### config.mk
export PLATFORM = sky130hd
export DESIGN_NAME = pbc_ctrl
export DESIGN_NICKNAME = d
export VERILOG_FILES = /design/src/rtl/core/assert_macros.svh /design/src/rtl/core/pbc_pkg.sv /design/src/rtl/core/pbc_ctrl.sv
export SDC_FILE = /design/constraint.sdc
export NUM_CORES = 1
export LEC_CHECK = 0
export BUFFER_PORTS_ARGS = -buffer_cell sky130_fd_sc_hd__buf_4
export CAP_MARGIN = 20
export CORE_AREA = 5 5 42 44
export DETAILED_ROUTE_END_ITERATION = 8
export DIE_AREA = 0 0 47 49
export MAX_ROUTING_LAYER = met4
export SYNTH_ARGS = -nofsm -noshare
export SYNTH_HDL_FRONTEND = slang
export SYNTH_SLANG_ARGS = --single-unit
### constraint.sdc
create_clock -name i_clk -period 1.5 [get_ports i_clk]
set_input_delay 0.225 -clock i_clk [delete_from_list [all_inputs] [get_ports i_clk]]
set_output_delay 0.225 -clock i_clk [all_outputs]
set_load 0.005 [all_outputs]
### src/rtl/core/assert_macros.svh
// Assertion macros shared by the RTL; they expand to nothing in synthesis.
`ifndef ASSERT_MACROS_SVH
`define ASSERT_MACROS_SVH
`ifndef SYNTHESIS
// Property that must hold at every clock edge outside reset.
`define ASSERT_PROP(lbl, clk, rst_n, prop) \
    lbl: assert property (@(posedge clk) disable iff (!(rst_n)) (prop)) \
        else $error("assertion failed");
// Condition that must never be true outside reset.
`define ASSERT_NEVER(lbl, clk, rst_n, cond) \
    lbl: assert property (@(posedge clk) disable iff (!(rst_n)) !(cond)) \
        else $error("forbidden condition seen");
`else
`define ASSERT_PROP(lbl, clk, rst_n, prop)
`define ASSERT_NEVER(lbl, clk, rst_n, cond)
`endif
`endif

### src/rtl/core/pbc_pkg.sv
// Types, constants and the error probability table of the pileup base counter.
`timescale 1ns / 1ps
`default_nettype none
package pbc_pkg;

    // Fixed geometry of one counter row.
    localparam int BASES_PER_POSITION = 4;
    localparam int COUNT_W            = 32;
    localparam int POS_W              = 31;
    localparam int ERR_W              = 48;
    localparam int PROB_W             = 32;
    localparam int QUAL_CAP           = 93;
    localparam int QIDX_W             = 7;

    // Configuration register indexes.
    localparam logic [1:0] CFG_WINDOW_START  = 2'd0;
    localparam logic [1:0] CFG_WINDOW_END    = 2'd1;
    localparam logic [1:0] CFG_MAPQ_FLOOR    = 2'd2;
    localparam logic [1:0] CFG_MIN_BASE_QUAL = 2'd3;
    localparam logic [POS_W-1:0] WINDOW_END_RESET = 31'd4095;

    // Request kinds carried in tuser.
    localparam logic REQ_ADD  = 1'b0;
    localparam logic REQ_READ = 1'b1;

    // nt16 base codes.
    localparam logic [3:0] BASE_CODE_A = 4'd1;
    localparam logic [3:0] BASE_CODE_C = 4'd2;
    localparam logic [3:0] BASE_CODE_G = 4'd4;
    localparam logic [3:0] BASE_CODE_T = 4'd8;

    // Unmapped, secondary, qc-fail and duplicate flag bits.
    localparam logic [15:0] FLAG_DROP_MASK = 16'h0704;

    typedef logic [BASES_PER_POSITION-1:0][COUNT_W-1:0] t_row;

    typedef enum logic [1:0] {
        ST_CLEAR,
        ST_IDLE,
        ST_LOOKUP,
        ST_UPDATE
    } t_pbc_state;

    // Controller to datapath.
    typedef struct packed {
        logic load_in;
        logic lookup;
        logic commit;
        logic clear_en;
    } t_pbc_cmd;

    // Datapath to controller.
    typedef struct packed {
        logic clear_last;
        logic out_free;
    } t_pbc_sts;

    // 10^(-k/10) * 2^31, rounded to nearest.
    localparam longint unsigned TENTH_POW_Q31 [0:9] = '{
        64'd2147483648, 64'd1705806895, 64'd1354970580, 64'd1076291389,
        64'd854928639,  64'd679093957,  64'd539423504,  64'd428479319,
        64'd340353221,  64'd270352174
    };

    typedef logic [PROB_W-1:0] t_prob_table [0:QUAL_CAP];

    // Builds 10^(-q/10) in Q.31 for every capped quality: rounded division
    // of the fractional decade by the whole decade.
    function automatic t_prob_table build_prob_table();
        t_prob_table      tbl;
        longint unsigned  b;
        longint unsigned  v;
        int               q;
        for (q = 0; q <= QUAL_CAP; q++) begin
            b = TENTH_POW_Q31[q % 10];
            case (q / 10)
                0: v = b;
                1: v = (b + 64'd5) / 10;
                2: v = (b + 64'd50) / 100;
                3: v = (b + 64'd500) / 1000;
                4: v = (b + 64'd5000) / 10000;
                5: v = (b + 64'd50000) / 100000;
                6: v = (b + 64'd500000) / 1000000;
                7: v = (b + 64'd5000000) / 10000000;
                8: v = (b + 64'd50000000) / 100000000;
                9: v = (b + 64'd500000000) / 1000000000;
                default: v = b;
            endcase
            tbl[q] = v[PROB_W-1:0];
        end
        return tbl;
    endfunction

    localparam t_prob_table ERR_PROB_TABLE = build_prob_table();

endpackage
`default_nettype wire

### src/rtl/core/pbc_ctrl.sv
// Controller state machine: clearing pass, capture, lookup and update.
`timescale 1ns / 1ps
`default_nettype none
module pbc_ctrl (
    input  wire                     i_clk,
    input  wire                     i_rst_n,
    input  wire                     i_in_valid,
    output logic                    o_in_ready,
    input  wire  pbc_pkg::t_pbc_sts i_sts,
    output pbc_pkg::t_pbc_cmd       o_cmd
);

    pbc_pkg::t_pbc_state r_state;
    pbc_pkg::t_pbc_state n_state;

    // State register; reset starts the clearing pass.
    always_ff @(posedge i_clk) begin
        if (!i_rst_n) begin
            r_state <= pbc_pkg::ST_CLEAR;
        end else begin
            r_state <= n_state;
        end
    end

    // Next state.
    always_comb begin
        n_state = r_state;
        case (r_state)
            pbc_pkg::ST_CLEAR: begin
                if (i_sts.clear_last) begin
                    n_state = pbc_pkg::ST_IDLE;
                end
            end
            pbc_pkg::ST_IDLE: begin
                if (i_in_valid) begin
                    n_state = pbc_pkg::ST_LOOKUP;
                end
            end
            pbc_pkg::ST_LOOKUP: begin
                n_state = pbc_pkg::ST_UPDATE;
            end
            pbc_pkg::ST_UPDATE: begin
                if (i_sts.out_free) begin
                    n_state = pbc_pkg::ST_IDLE;
                end
            end
            default: begin
                n_state = pbc_pkg::ST_CLEAR;
            end
        endcase
    end

    // Commands to the datapath.
    always_comb begin
        o_in_ready = 1'b0;
        o_cmd      = '0;
        case (r_state)
            pbc_pkg::ST_CLEAR: begin
                o_cmd.clear_en = 1'b1;
            end
            pbc_pkg::ST_IDLE: begin
                o_in_ready    = 1'b1;
                o_cmd.load_in = i_in_valid;
            end
            pbc_pkg::ST_LOOKUP: begin
                o_cmd.lookup = 1'b1;
            end
            pbc_pkg::ST_UPDATE: begin
                o_cmd.commit = i_sts.out_free;
            end
            default: begin
                o_in_ready = 1'b0;
            end
        endcase
    end

endmodule
`default_nettype wire

==> impl_metrics.json <==
{
  "cts_buffers": 3,
  "cp-end-kind": "flip-flop",
  "worst_slew_pin_slew_ns": 0.284,
  "firstDrtPassIters": 4,
  "clk_latency_ns": 0.22,
  "synthCells": 21,
  "power.switching_w": 0.000136,
  "finalHoldViolations": 0,
  "status": "complete, no violations",
  "die_w_um": 47,
  "power_frac_seq": 0.217,
  "cpPeakStageDelay_ns": 0.36,
  "clkTransAtPathRegs_ns": 0.03,
  "cts_root_buffer": "clkbuf_4",
  "clock_skew_ns": 0.00287,
  "grt_busiest_layer": "met2",
  "crit_chain": "inv_1 > ha_1 > a222oi_1 > buf_4 > mux2i_1",
  "fmax_ghz": 0.737,
  "cap_violations": 0,
  "fin_area_um2": 310,
  "postCtsSetupRepairBufs": 0,
  "place_worst_setup_slack_ns": 0.0400,
  "ys_seq_area_frac": 0.218,
  "grt_pass1_wl_um": 703,
  "vias": 174,
  "power_frac_comb": 0.514,
  "worst-setup-path-type": "reg -> reg",
  "timing.final.crit_share": 0.905,
  "placed_area_um2": 287,
  "fin_nets": 47,
  "intPower_w": 0.000296,
  "avgSynthCellArea_um2": 8.76,
  "grt_max_degree": 6,
  "ir_worst_vdd_v": 0.000531,
  "start_util": 0.131,
  "routabilityCongestion": 0.626,
  "grt_use_met2": 0.0566,
  "met3_usage": 0.0221,
  "dp_cells": 48,
  "yosysTopAreaCell": "ha_1",
  "synthesis.area_um2": 184,
  "cts_tree": "yes",
  "drive_above_1_share": 0.486,
  "slew_viol_final": 0,
  "setup_viol": 0,
  "pin_count": 10,
  "met1_usage": 0.0460,
  "cp_top_family": "flip-flops",
  "final_cell_mix": "buf_4 (11), ha_1 (5), inv_1 (4), nand2_1 (3), clkbuf_4 (3)",
  "required_ns": 1.64,
  "syn_nets": 31,
  "synthDistinctLibCells": 10,
  "power_density_nw_per_um2": 1390,
  "cts_sinks": 2,
  "setup_tns_ns": 0,
  "crit_fanout": 5,
  "antenna_found_initial": 0,
  "grt.total_usage": 0.0461,
  "arrival_ns": 1.50,
  "path_buf_inv": 2,
  "worstHoldPathType": "in -> reg",
  "portBuffers": 9,
  "final_common_cell": "buf_4",
  "reg_top3": "r_state x2",
  "p_sw_frac": 0.315,
  "slew-limit-headroom": 0.811,
  "grt.overflow.total": 0,
  "cp_slowest_cell": "dfxtp_2",
  "largest_register_ffs": 2,
  "cts_hold_buffers": 0,
  "vias_per_cell": 3.41,
  "synthTopCellsByArea": "ha_1 (34%), dfxtp_1 (22%), mux2i_1 (11%)",
  "period_minus_slack_ns": 1.36,
  "drc_errors": 0,
  "drt_iter0_markers": 7,
  "cts_resized": 0,
  "power_frac_clock": 0.269,
  "layout.cells.non_filler": 51,
  "coreArea_um2": 1400,
  "num_antenna_cells": 0,
  "largest_register": "r_state",
  "rows": 14,
  "wirelength_um": 388,
  "area_delta_synth_final_pct": 68.7,
  "final_antenna_net_count": 0,
  "dp_hpwl_um": 317,
  "dieArea_um2": 2300,
  "timing.final.ws_setup_ns": 0.143,
  "first_global_vias": 194,
  "critPathLaunchType": "flip-flop",
  "htreeDepth": 1,
  "cts.path.max_buffers": 2,
  "die_h_um": 49,
  "grt_setup_unrepaired": "false",
  "power.leakage_nw": 0.168,
  "yosysTopAreaCellShare": 0.340,
  "yosysWarnings": 0,
  "synth_seq_cells": 2,
  "wl_per_cell_um": 7.61
}
==> stage by stage <==
| step | hold slack, ns | util | total power (W) |
|---|---|---|---|
| floorplan | 0.371 | - | 0.000203 |
| global placement | 0.517 | 0.204 | 0.000317 |
| detailed placement | 0.530 | 0.204 | 0.000319 |
| CTS | 0.289 | 0.221 | 0.000446 |
| global route | 0.304 | 0.221 | 0.000483 |
| finish | 0.292 | 0.221 | 0.000432 |
==> tightest hold or removal path, stage by stage <==
cell	delay [ns]
buf_4	0.13
nand2_1	0.06
mux2i_1	0.06
==> power by group through the flow <==
stage                     Combinational [W]  Sequential, W  Clock, W
after floorplan                    0.000113      0.0000902         0
after global placement             0.000225      0.0000914         0
after detailed placement           0.000226      0.0000930         0
after CTS                          0.000228      0.0000923  0.000126
after global routing               0.000253      0.0000993  0.000130
final                              0.000222      0.0000937  0.000116
==> logic make-up after synthesis <==
| family | after synthesis | share of synthesized area |
|---|---|---|
| AOI/OAI and AO/OA | 1 | 0.0544 |
| adders and majority gates | 5 | 0.340 |
| buffers and inverters | 5 | 0.109 |
| DFF | 2 | 0.218 |
| muxes | 2 | 0.109 |
| and+or+nand+nor | 6 | 0.170 |
==> cell usage after synthesis <==
master / n
ha_1: 5
inv_1: 4
nand2_1: 3
dfxtp_1: 2
mux2i_1: 2
a222oi_1: 1
and2_1: 1
and2_2: 1
clkinvlp_2: 1
nand2b_1: 1
==> worst paths after layout <==
| check | slack [ns] | cells after the start | from | end |
|---|---|---|---|---|
| setup / recovery | 0.14 | 5 | r_state[0]$_SDFFE_PN0P_ | r_state[0]$_SDFFE_PN0P_ |
| hold / removal | 0.29 | 3 | i_rst_n | r_state[0]$_SDFFE_PN0P_ |
| setup reg to reg | 0.14 | 5 | r_state[0]$_SDFFE_PN0P_ | r_state[0]$_SDFFE_PN0P_ |
| hold reg to reg | 0.49 | 2 | r_state[0]$_SDFFE_PN0P_ | r_state[0]$_SDFFE_PN0P_ |
==> routing by layer <==
metal / share of wire / up-vias
li1: - / 93
met1: 0.46 / 72
met2: 0.37 / 9
met3: 0.17 / 0
met4: 0 / 0
met5: 0 / -
==> layout make-up <==
class,instances,area [µm²]
clock buffer,3,22.5
fill,168,1090
inverter,5,20.0
multi-input combinational,14,124
sequential,2,41.3
tap,16,20.0
timing repair buffer,11,82.6
No activity file was read; power rests on OpenSTA's default activity.
