--- config.mk ---
export PLATFORM = sky130hd
export DESIGN_NAME = pbc_datapath
export DESIGN_NICKNAME = d
export VERILOG_FILES = /design/src/rtl/core/assert_macros.svh /design/src/rtl/core/pbc_pkg.sv /design/src/rtl/core/pbc_datapath.sv
export SDC_FILE = /design/constraint.sdc
export NUM_CORES = 1
export LEC_CHECK = 0
export ABC_AREA = 1
export BUFFER_PORTS_ARGS = -buffer_cell sky130_fd_sc_hd__buf_2
export CORE_AREA = 2 2 237 239
export DETAILED_ROUTE_END_ITERATION = 10
export DIE_AREA = 0 0 239 241
export GPL_TIMING_DRIVEN = 0
export HOLD_SLACK_MARGIN = 0.15
export PLACE_DENSITY_LB_ADDON = 0.1
export SYNTH_ARGS = -nofsm -noshare
export SYNTH_HDL_FRONTEND = slang
export SYNTH_SLANG_ARGS = --single-unit
--- constraint.sdc ---
create_clock -name i_clk -period 6.4 [get_ports i_clk]
set_clock_uncertainty 0.05 [all_clocks]
set_input_delay 0.64 -clock i_clk [delete_from_list [all_inputs] [get_ports i_clk]]
set_output_delay 0.64 -clock i_clk [all_outputs]
set_load 0.01 [all_outputs]
--- src/rtl/core/assert_macros.svh ---
// Assertion macros shared by the RTL; they expand to nothing in synthesis.
`ifndef ASSERT_MACROS_SVH
`define ASSERT_MACROS_SVH
`ifndef SYNTHESIS
// Property that must hold at every clock edge outside reset.
`define ASSERT_PROP(lbl, clk, rst_n, prop) \
    lbl: assert property (@(posedge clk) disable iff (!(rst_n)) (prop)) \
        else $error("assertion failed");
// Condition that must never be true outside reset.
`define ASSERT_NEVER(lbl, clk, rst_n, cond) \
    lbl: assert property (@(posedge clk) disable iff (!(rst_n)) !(cond)) \
        else $error("forbidden condition seen");
`else
`define ASSERT_PROP(lbl, clk, rst_n, prop)
`define ASSERT_NEVER(lbl, clk, rst_n, cond)
`endif
`endif

--- src/rtl/core/pbc_pkg.sv ---
// Types, constants and the error probability table of the pileup base counter.
`timescale 1ns / 1ps
`default_nettype none
package pbc_pkg;

    // Fixed geometry of one counter row.
    localparam int BASES_PER_POSITION = 4;
    localparam int COUNT_W            = 32;
    localparam int POS_W              = 31;
    localparam int ERR_W              = 48;
    localparam int PROB_W             = 32;
    localparam int QUAL_CAP           = 93;
    localparam int QIDX_W             = 7;

    // Configuration register indexes.
    localparam logic [1:0] CFG_WINDOW_START  = 2'd0;
    localparam logic [1:0] CFG_WINDOW_END    = 2'd1;
    localparam logic [1:0] CFG_MAPQ_FLOOR    = 2'd2;
    localparam logic [1:0] CFG_MIN_BASE_QUAL = 2'd3;
    localparam logic [POS_W-1:0] WINDOW_END_RESET = 31'd4095;

    // Request kinds carried in tuser.
    localparam logic REQ_ADD  = 1'b0;
    localparam logic REQ_READ = 1'b1;

    // nt16 base codes.
    localparam logic [3:0] BASE_CODE_A = 4'd1;
    localparam logic [3:0] BASE_CODE_C = 4'd2;
    localparam logic [3:0] BASE_CODE_G = 4'd4;
    localparam logic [3:0] BASE_CODE_T = 4'd8;

    // Unmapped, secondary, qc-fail and duplicate flag bits.
    localparam logic [15:0] FLAG_DROP_MASK = 16'h0704;

    typedef logic [BASES_PER_POSITION-1:0][COUNT_W-1:0] t_row;

    typedef enum logic [1:0] {
        ST_CLEAR,
        ST_IDLE,
        ST_LOOKUP,
        ST_UPDATE
    } t_pbc_state;

    // Controller to datapath.
    typedef struct packed {
        logic load_in;
        logic lookup;
        logic commit;
        logic clear_en;
    } t_pbc_cmd;

    // Datapath to controller.
    typedef struct packed {
        logic clear_last;
        logic out_free;
    } t_pbc_sts;

    // 10^(-k/10) * 2^31, rounded to nearest.
    localparam longint unsigned TENTH_POW_Q31 [0:9] = '{
        64'd2147483648, 64'd1705806895, 64'd1354970580, 64'd1076291389,
        64'd854928639,  64'd679093957,  64'd539423504,  64'd428479319,
        64'd340353221,  64'd270352174
    };

    typedef logic [PROB_W-1:0] t_prob_table [0:QUAL_CAP];

    // Builds 10^(-q/10) in Q.31 for every capped quality: rounded division
    // of the fractional decade by the whole decade.
    function automatic t_prob_table build_prob_table();
        t_prob_table      tbl;
        longint unsigned  b;
        longint unsigned  v;
        int               q;
        for (q = 0; q <= QUAL_CAP; q++) begin
            b = TENTH_POW_Q31[q % 10];
            case (q / 10)
                0: v = b;
                1: v = (b + 64'd5) / 10;
                2: v = (b + 64'd50) / 100;
                3: v = (b + 64'd500) / 1000;
                4: v = (b + 64'd5000) / 10000;
                5: v = (b + 64'd50000) / 100000;
                6: v = (b + 64'd500000) / 1000000;
                7: v = (b + 64'd5000000) / 10000000;
                8: v = (b + 64'd50000000) / 100000000;
                9: v = (b + 64'd500000000) / 1000000000;
                default: v = b;
            endcase
            tbl[q] = v[PROB_W-1:0];
        end
        return tbl;
    endfunction

    localparam t_prob_table ERR_PROB_TABLE = build_prob_table();

endpackage
`default_nettype wire

--- src/rtl/core/pbc_datapath.sv ---
// Datapath: configuration, filters, error table, accumulators and result beat.
`timescale 1ns / 1ps
`default_nettype none
module pbc_datapath #(
    parameter  int WINDOW_DEPTH = 4096,
    localparam int ROW_W = (WINDOW_DEPTH > 1) ? $clog2(WINDOW_DEPTH) : 1
) (
    input  wire                     i_clk,
    input  wire                     i_rst_n,
    // Configuration writes
    input  wire                     i_cfg_wr_en,
    input  wire  [1:0]              i_cfg_index,
    input  wire  [30:0]             i_cfg_data,
    // Input beat fields
    input  wire                     i_req_type,
    input  wire  [30:0]             i_ref_position,
    input  wire  [3:0]              i_base_code,
    input  wire  [7:0]              i_base_qual,
    input  wire  [7:0]              i_read_mapq,
    input  wire  [15:0]             i_read_flags,
    // Control
    input  wire  pbc_pkg::t_pbc_cmd i_cmd,
    output pbc_pkg::t_pbc_sts       o_sts,
    // Counter store
    output logic                    o_mem_wr_en,
    output logic [ROW_W-1:0]        o_mem_wr_addr,
    output pbc_pkg::t_row           o_mem_wr_data,
    output logic                    o_mem_rd_en,
    output logic [ROW_W-1:0]        o_mem_rd_addr,
    input  wire  pbc_pkg::t_row     i_mem_rd_data,
    // Result beat
    output logic                    o_out_valid,
    input  wire                     i_out_ready,
    output logic [215:0]            o_out_data
);

    localparam logic [pbc_pkg::COUNT_W-1:0] COUNT_MAX = '1;
    localparam logic [pbc_pkg::ERR_W-1:0]   ERR_MAX   = '1;

    // Configuration registers
    logic [30:0] r_win_start;
    logic [30:0] r_win_end;
    logic [7:0]  r_mapq_floor;
    logic [7:0]  r_min_qual;

    // Captured request
    logic        r_req;
    logic [30:0] r_pos;
    logic [3:0]  r_code;
    logic [7:0]  r_qual;
    logic [7:0]  r_mapq;
    logic [15:0] r_flags;

    // Lookup stage results
    logic                        r_inside;
    logic                        r_keep;
    logic [ROW_W-1:0]            r_row;
    logic [1:0]                  r_lane;
    logic                        r_lane_ok;
    logic [pbc_pkg::PROB_W-1:0]  r_prob;

    // Running totals and clearing pointer
    logic [pbc_pkg::ERR_W-1:0]   r_err_acc;
    logic [pbc_pkg::COUNT_W-1:0] r_total;
    logic [ROW_W-1:0]            r_clr_row;

    // Result register
    logic         r_out_valid;
    logic [215:0] r_out_data;

    logic [30:0]                 offset;
    logic                        in_win;
    logic                        keep;
    logic [ROW_W-1:0]            row;
    logic [1:0]                  lane;
    logic                        lane_ok;
    logic [pbc_pkg::QIDX_W-1:0]  qidx;
    pbc_pkg::t_row               n_row;
    pbc_pkg::t_row               out_row;
    logic [pbc_pkg::ERR_W:0]     err_sum;
    logic [pbc_pkg::ERR_W-1:0]   n_err_acc;
    logic [pbc_pkg::COUNT_W-1:0] n_total;

    // Configuration writes.
    always_ff @(posedge i_clk) begin
        if (!i_rst_n) begin
            r_win_start  <= '0;
            r_win_end    <= pbc_pkg::WINDOW_END_RESET;
            r_mapq_floor <= '0;
            r_min_qual   <= '0;
        end else if (i_cfg_wr_en) begin
            case (i_cfg_index)
                pbc_pkg::CFG_WINDOW_START:  r_win_start  <= i_cfg_data;
                pbc_pkg::CFG_WINDOW_END:    r_win_end    <= i_cfg_data;
                pbc_pkg::CFG_MAPQ_FLOOR:    r_mapq_floor <= i_cfg_data[7:0];
                pbc_pkg::CFG_MIN_BASE_QUAL: r_min_qual   <= i_cfg_data[7:0];
                default: begin
                    r_min_qual <= r_min_qual;
                end
            endcase
        end
    end

    // Capture the accepted input beat.
    always_ff @(posedge i_clk) begin
        if (i_cmd.load_in) begin
            r_req   <= i_req_type;
            r_pos   <= i_ref_position;
            r_code  <= i_base_code;
            r_qual  <= i_base_qual;
            r_mapq  <= i_read_mapq;
            r_flags <= i_read_flags;
        end
    end

    // Window check and filters on the captured request.
    always_comb begin
        offset  = r_pos - r_win_start;
        in_win  = (r_pos >= r_win_start) && (r_pos <= r_win_end) &&
                  ({1'b0, offset} < 32'(WINDOW_DEPTH));
        row     = offset[ROW_W-1:0];
        keep    = (r_req == pbc_pkg::REQ_ADD) && in_win &&
                  (r_mapq >= r_mapq_floor) &&
                  ((r_flags & pbc_pkg::FLAG_DROP_MASK) == '0) &&
                  (r_qual >= r_min_qual);
        qidx    = (r_qual > 8'(pbc_pkg::QUAL_CAP)) ? pbc_pkg::QIDX_W'(pbc_pkg::QUAL_CAP)
                                                   : r_qual[pbc_pkg::QIDX_W-1:0];
        lane    = 2'd0;
        lane_ok = 1'b1;
        case (r_code)
            pbc_pkg::BASE_CODE_A: lane = 2'd0;
            pbc_pkg::BASE_CODE_C: lane = 2'd1;
            pbc_pkg::BASE_CODE_G: lane = 2'd2;
            pbc_pkg::BASE_CODE_T: lane = 2'd3;
            default: lane_ok = 1'b0;
        endcase
    end

    // Lookup stage registers.
    always_ff @(posedge i_clk) begin
        if (i_cmd.lookup) begin
            r_inside  <= in_win;
            r_keep    <= keep;
            r_row     <= row;
            r_lane    <= lane;
            r_lane_ok <= lane_ok;
            r_prob    <= pbc_pkg::ERR_PROB_TABLE[qidx];
        end
    end

    // Row update with saturating counters, and the reported counts.
    always_comb begin
        for (int l = 0; l < pbc_pkg::BASES_PER_POSITION; l++) begin
            if (r_keep && r_lane_ok && (r_lane == 2'(l)) &&
                (i_mem_rd_data[l] != COUNT_MAX)) begin
                n_row[l] = i_mem_rd_data[l] + 32'd1;
            end else begin
                n_row[l] = i_mem_rd_data[l];
            end
        end
        out_row = r_inside ? n_row : '0;
    end

    // Saturating error sum and base total.
    always_comb begin
        err_sum   = {1'b0, r_err_acc} + (pbc_pkg::ERR_W + 1)'(r_prob);
        n_err_acc = err_sum[pbc_pkg::ERR_W] ? ERR_MAX : err_sum[pbc_pkg::ERR_W-1:0];
        n_total   = (r_total == COUNT_MAX) ? r_total : r_total + 32'd1;
    end

    always_ff @(posedge i_clk) begin
        if (!i_rst_n) begin
            r_err_acc <= '0;
            r_total   <= '0;
        end else if (i_cmd.commit && r_keep) begin
            r_err_acc <= n_err_acc;
            r_total   <= n_total;
        end
    end

    // Clearing pass pointer.
    always_ff @(posedge i_clk) begin
        if (!i_rst_n) begin
            r_clr_row <= '0;
        end else if (i_cmd.clear_en && !o_sts.clear_last) begin
            r_clr_row <= r_clr_row + ROW_W'(1);
        end
    end

    // Counter store ports: clearing writes zeros, commit writes the bumped row.
    always_comb begin
        o_mem_rd_en   = i_cmd.lookup;
        o_mem_rd_addr = row;
        o_mem_wr_en   = i_cmd.clear_en || (i_cmd.commit && r_keep && r_lane_ok);
        o_mem_wr_addr = i_cmd.clear_en ? r_clr_row : r_row;
        o_mem_wr_data = i_cmd.clear_en ? '0 : n_row;
    end

    // Result register; it holds until the beat is taken.
    always_ff @(posedge i_clk) begin
        if (!i_rst_n) begin
            r_out_valid <= 1'b0;
        end else if (i_cmd.commit) begin
            r_out_valid <= 1'b1;
        end else if (i_out_ready) begin
            r_out_valid <= 1'b0;
        end
    end

    always_ff @(posedge i_clk) begin
        if (i_cmd.commit) begin
            r_out_data <= {7'd0,
                           r_keep ? n_total : r_total,
                           r_keep ? n_err_acc : r_err_acc,
                           out_row[3], out_row[2], out_row[1], out_row[0],
                           r_keep};
        end
    end

    assign o_sts.clear_last = (r_clr_row == ROW_W'(WINDOW_DEPTH - 1));
    assign o_sts.out_free   = !r_out_valid || i_out_ready;
    assign o_out_valid      = r_out_valid;
    assign o_out_data       = r_out_data;

endmodule
`default_nettype wire

==> run metrics <==
adder-cell share of the synthesized area 5.53%; Initial Util 56.2%; IO Count 610; status completed; Slew headroom 7.10%; Final GP Congestion 1.12; CP arrival 4690 ps; crit path capture type register; WL final 131 mm; Post-Synth XOR/XNOR Area 4.89%; Final min period 4360 ps; Final Power 8550 uW; Max Cap Viol 0; Worst-Margin Slew 1390 ps; pre-CTS setup slack 2300 ps; Worst Path Max Fanout 9; layout cells sized above 1 15.8%; Most used DFF post-synth edfxtp_1; Hold Vio Cnt, Final 0; Reg area 12,900 sq um; first-pass GRT wire length 187 mm; CTS tree done; Met2 Wirelength 56.9 mm; Vias 33,100; sequential share of power 43.0%; # Post-CTS Setup Buffers 0; main combinational cell family by area after synthesis simple AND/OR/NAND/NOR gates; syn_area_per_cell 7.48 sq um; flops & latches, synth 485; GRT Total Usage 43.7%; clock slew at reported path FFs 60 ps; Final Slew Violations 0; Async SR Flop Fraction 0%; initial antenna violation count 41; TritonCTS buffer count 50; DRC violations left 0; Distinct cells, synth 63; clk sinks 485; hold crit path type in2reg; core area 54,900 sq um; global route overflow 0; Die ar. 57,600 sq um; IO Port Bufs 590; Die X 239 um; Routed Antenna Nets 0; largest net degree at the start of global routing 83; Setup CP Type reg2reg; most frequent cells in the layout 852 x nand2_1, 605 x nor2_1, 604 x buf_2; crit path launch type register; post-DP HPWL 103 mm; FILL cells 4,772; area of the multi-input gates 15,500 sq um; vias in the first global route 30,700; number of flops mapped to enable cells by yosys 314; met3 wire length 16.1 mm; Clock Tree Buf Depth 3; Clk Latency, worst-skew pair 650 ps; switching share of power 31.9%; setup TNS 0 ps; Final Cycle Share 68.1%; multiplexer share of the synthesized area 0.0325%; Cell Pwr Density 231 nW/um^2; CTS H-tree depth 2; DRT met1 WL 47.4 mm; Combinational Power Share 21.3%; Clock Power Share 35.7%; drt wl/cell 23.4 um; Layout Cell Area excl Fill 37,000 sq um; Post-DP Area 34,700 sq um; final net count 5,195; Core Rows 86; die height 241 um; Net Switching 2720 uW; DR pass1 iterations 6; Yosys warnings 0; post-synthesis simple-gate area fraction 26.3%; fraction of the mapped netlist area in compound gates 13.6%; final worst-path setup slack 2040 ps; Via density 5.91; post-synthesis sequential area ratio 41.7%; f_max 0.229 GHz; RSZ-0062 raised after global routing false; final core utilization 67.5%; leakage 0.0164 uW; commonest non-fill, non-tap cell in the layout nand2_1; Max IR drop VDD 274 uV; Area Overhead vs Synth 20.2%; DRT iter0 DRCs 3,969; Final setup viols 0; Syn Inst Count 4,123; required time of the worst setup path 6730 ps; Cell Area, Synth 30,800 sq um; CTS Root Cell clkbuf_16; max layer used met5; Internal Pwr Total 5820 uW
logic make-up (layout without fill, tap and decap cells):
family                   Yosys count  count (layout)
AND/OR/NAND/NOR                 1920            1920
multiplexers                       1               1
buffers and inverters            627            1363
XOR/XNOR                         172             172
AO/OA/AOI/OAI                    782             782
adder cells (fa/ha/maj)          135             135
flip-flops                       485             485
other                              1              45
sequential cells by signal (all words and copies together) (netlist names), 2 cells and up:
signal and count:
o_out_data 209, r_err_acc 48, r_prob 32, r_total 32, r_pos 31, r_win_end 31
r_win_start 31, r_clr_row 12, r_row 12, r_mapq 8, r_mapq_floor 8, r_min_qual 8
r_qual 8, r_code 4, r_flags 4, r_lane 2
final cells by class:
type	instances	share of cell area [%]
multi-input combinational	3017	41.9
sequential	485	34.7
timing repair buffer	642	9.50
inverter	486	4.93
clock buffer	65	3.72
tap	704	2.38
buffer	141	1.70
clock inverter	29	0.888
antenna	38	0.257
repair_timing:
action                                 in CTS  in global routing
endpoints found under the hold margin      50                  0
hold buffers                               50                  0
gates resized for setup                     0                  0
metal layers:
metal	global-route usage (%)	vias up
met5	3.62	-
met4	30.3	14
met3	11.9	530
met2	67.7	2216
met1	52.9	15200
li1	-	15200
through the flow:
step | instances | hold WS, ps
6_report | 5607 | 177
5_1_grt | 5600 | 175
4_1_cts | 5569 | 165
3_5_place_dp | 5425 | 397
3_3_place_gp | 5423 | 390
2_1_floorplan | 4129 | 378
power by group through the flow:
stage	clock network (uW)	registers, uW	logic (uW)
floorplan	0	3720	937
global placement	0	3730	1670
detailed placement	0	3730	1690
CTS	3040	3670	1730
global route	3160	3680	1950
finish	3050	3680	1820
critical path, cell delays in order, from the launching register on:
cell,delay (ps)
edfxtp_1,540
inv_1,240
o21ai_1,120
nand2_1,110
nand2_4,110
nor2_1,570
inv_1,380
ha_1,440
inv_1,170
nand2_1,260
nand2_1,180
nand2_1,130
o21ai_0,180
nand2_1,90
nand2_1,70
nand2_1,40
a21oi_1,420
cell usage after synthesis, types with 3 or more instances:
master	instances	area share, %
dfxtp_1	171	11
buf_4	13	0.32
xnor2_1	49	1.4
o22ai_1	5	0.10
nand3b_1	11	0.27
o2111ai_1	5	0.14
a22o_1	4	0.11
and2_1	3	0.061
nor3_1	118	1.9
edfxtp_1	314	31
a31oi_1	19	0.39
buf_6	4	0.15
nand2_1	852	10
a211oi_1	10	0.24
o211ai_1	26	0.63
o31ai_1	4	0.097
nand2_2	9	0.18
clkbuf_1	101	1.2
inv_1	474	5.8
nor3_2	5	0.16
a21o_1	9	0.22
o21a_1	8	0.19
or2_2	13	0.26
nor2_2	10	0.20
o21ai_1	10	0.16
xor2_1	123	3.5
buf_2	15	0.24
ha_1	133	5.4
nand3_1	169	2.7
o21bai_1	8	0.19
a21oi_1	271	4.4
o21ai_0	387	6.3
nor3b_1	6	0.15
inv_2	10	0.12
buf_1	7	0.085
nor2_1	605	7.4
nand4_1	71	1.4
nor2_4	3	0.11
nor4_1	33	0.67
path summary, 6_finish.rpt:
| kind | cells past startpoint | from | slack [ps] | to |
|---|---|---|---|---|
| max | 16 | r_qual[4] | 2040 | r_prob[2] |
| min | 1 | i_ref_position[6] | 180 | r_pos[6] |
| max reg2reg | 16 | r_qual[4] | 2040 | r_prob[2] |
| min reg2reg | 2 | r_win_start[0] | 410 | r_win_start[0] |
Note: power is estimated with default switching activity, not from simulation.
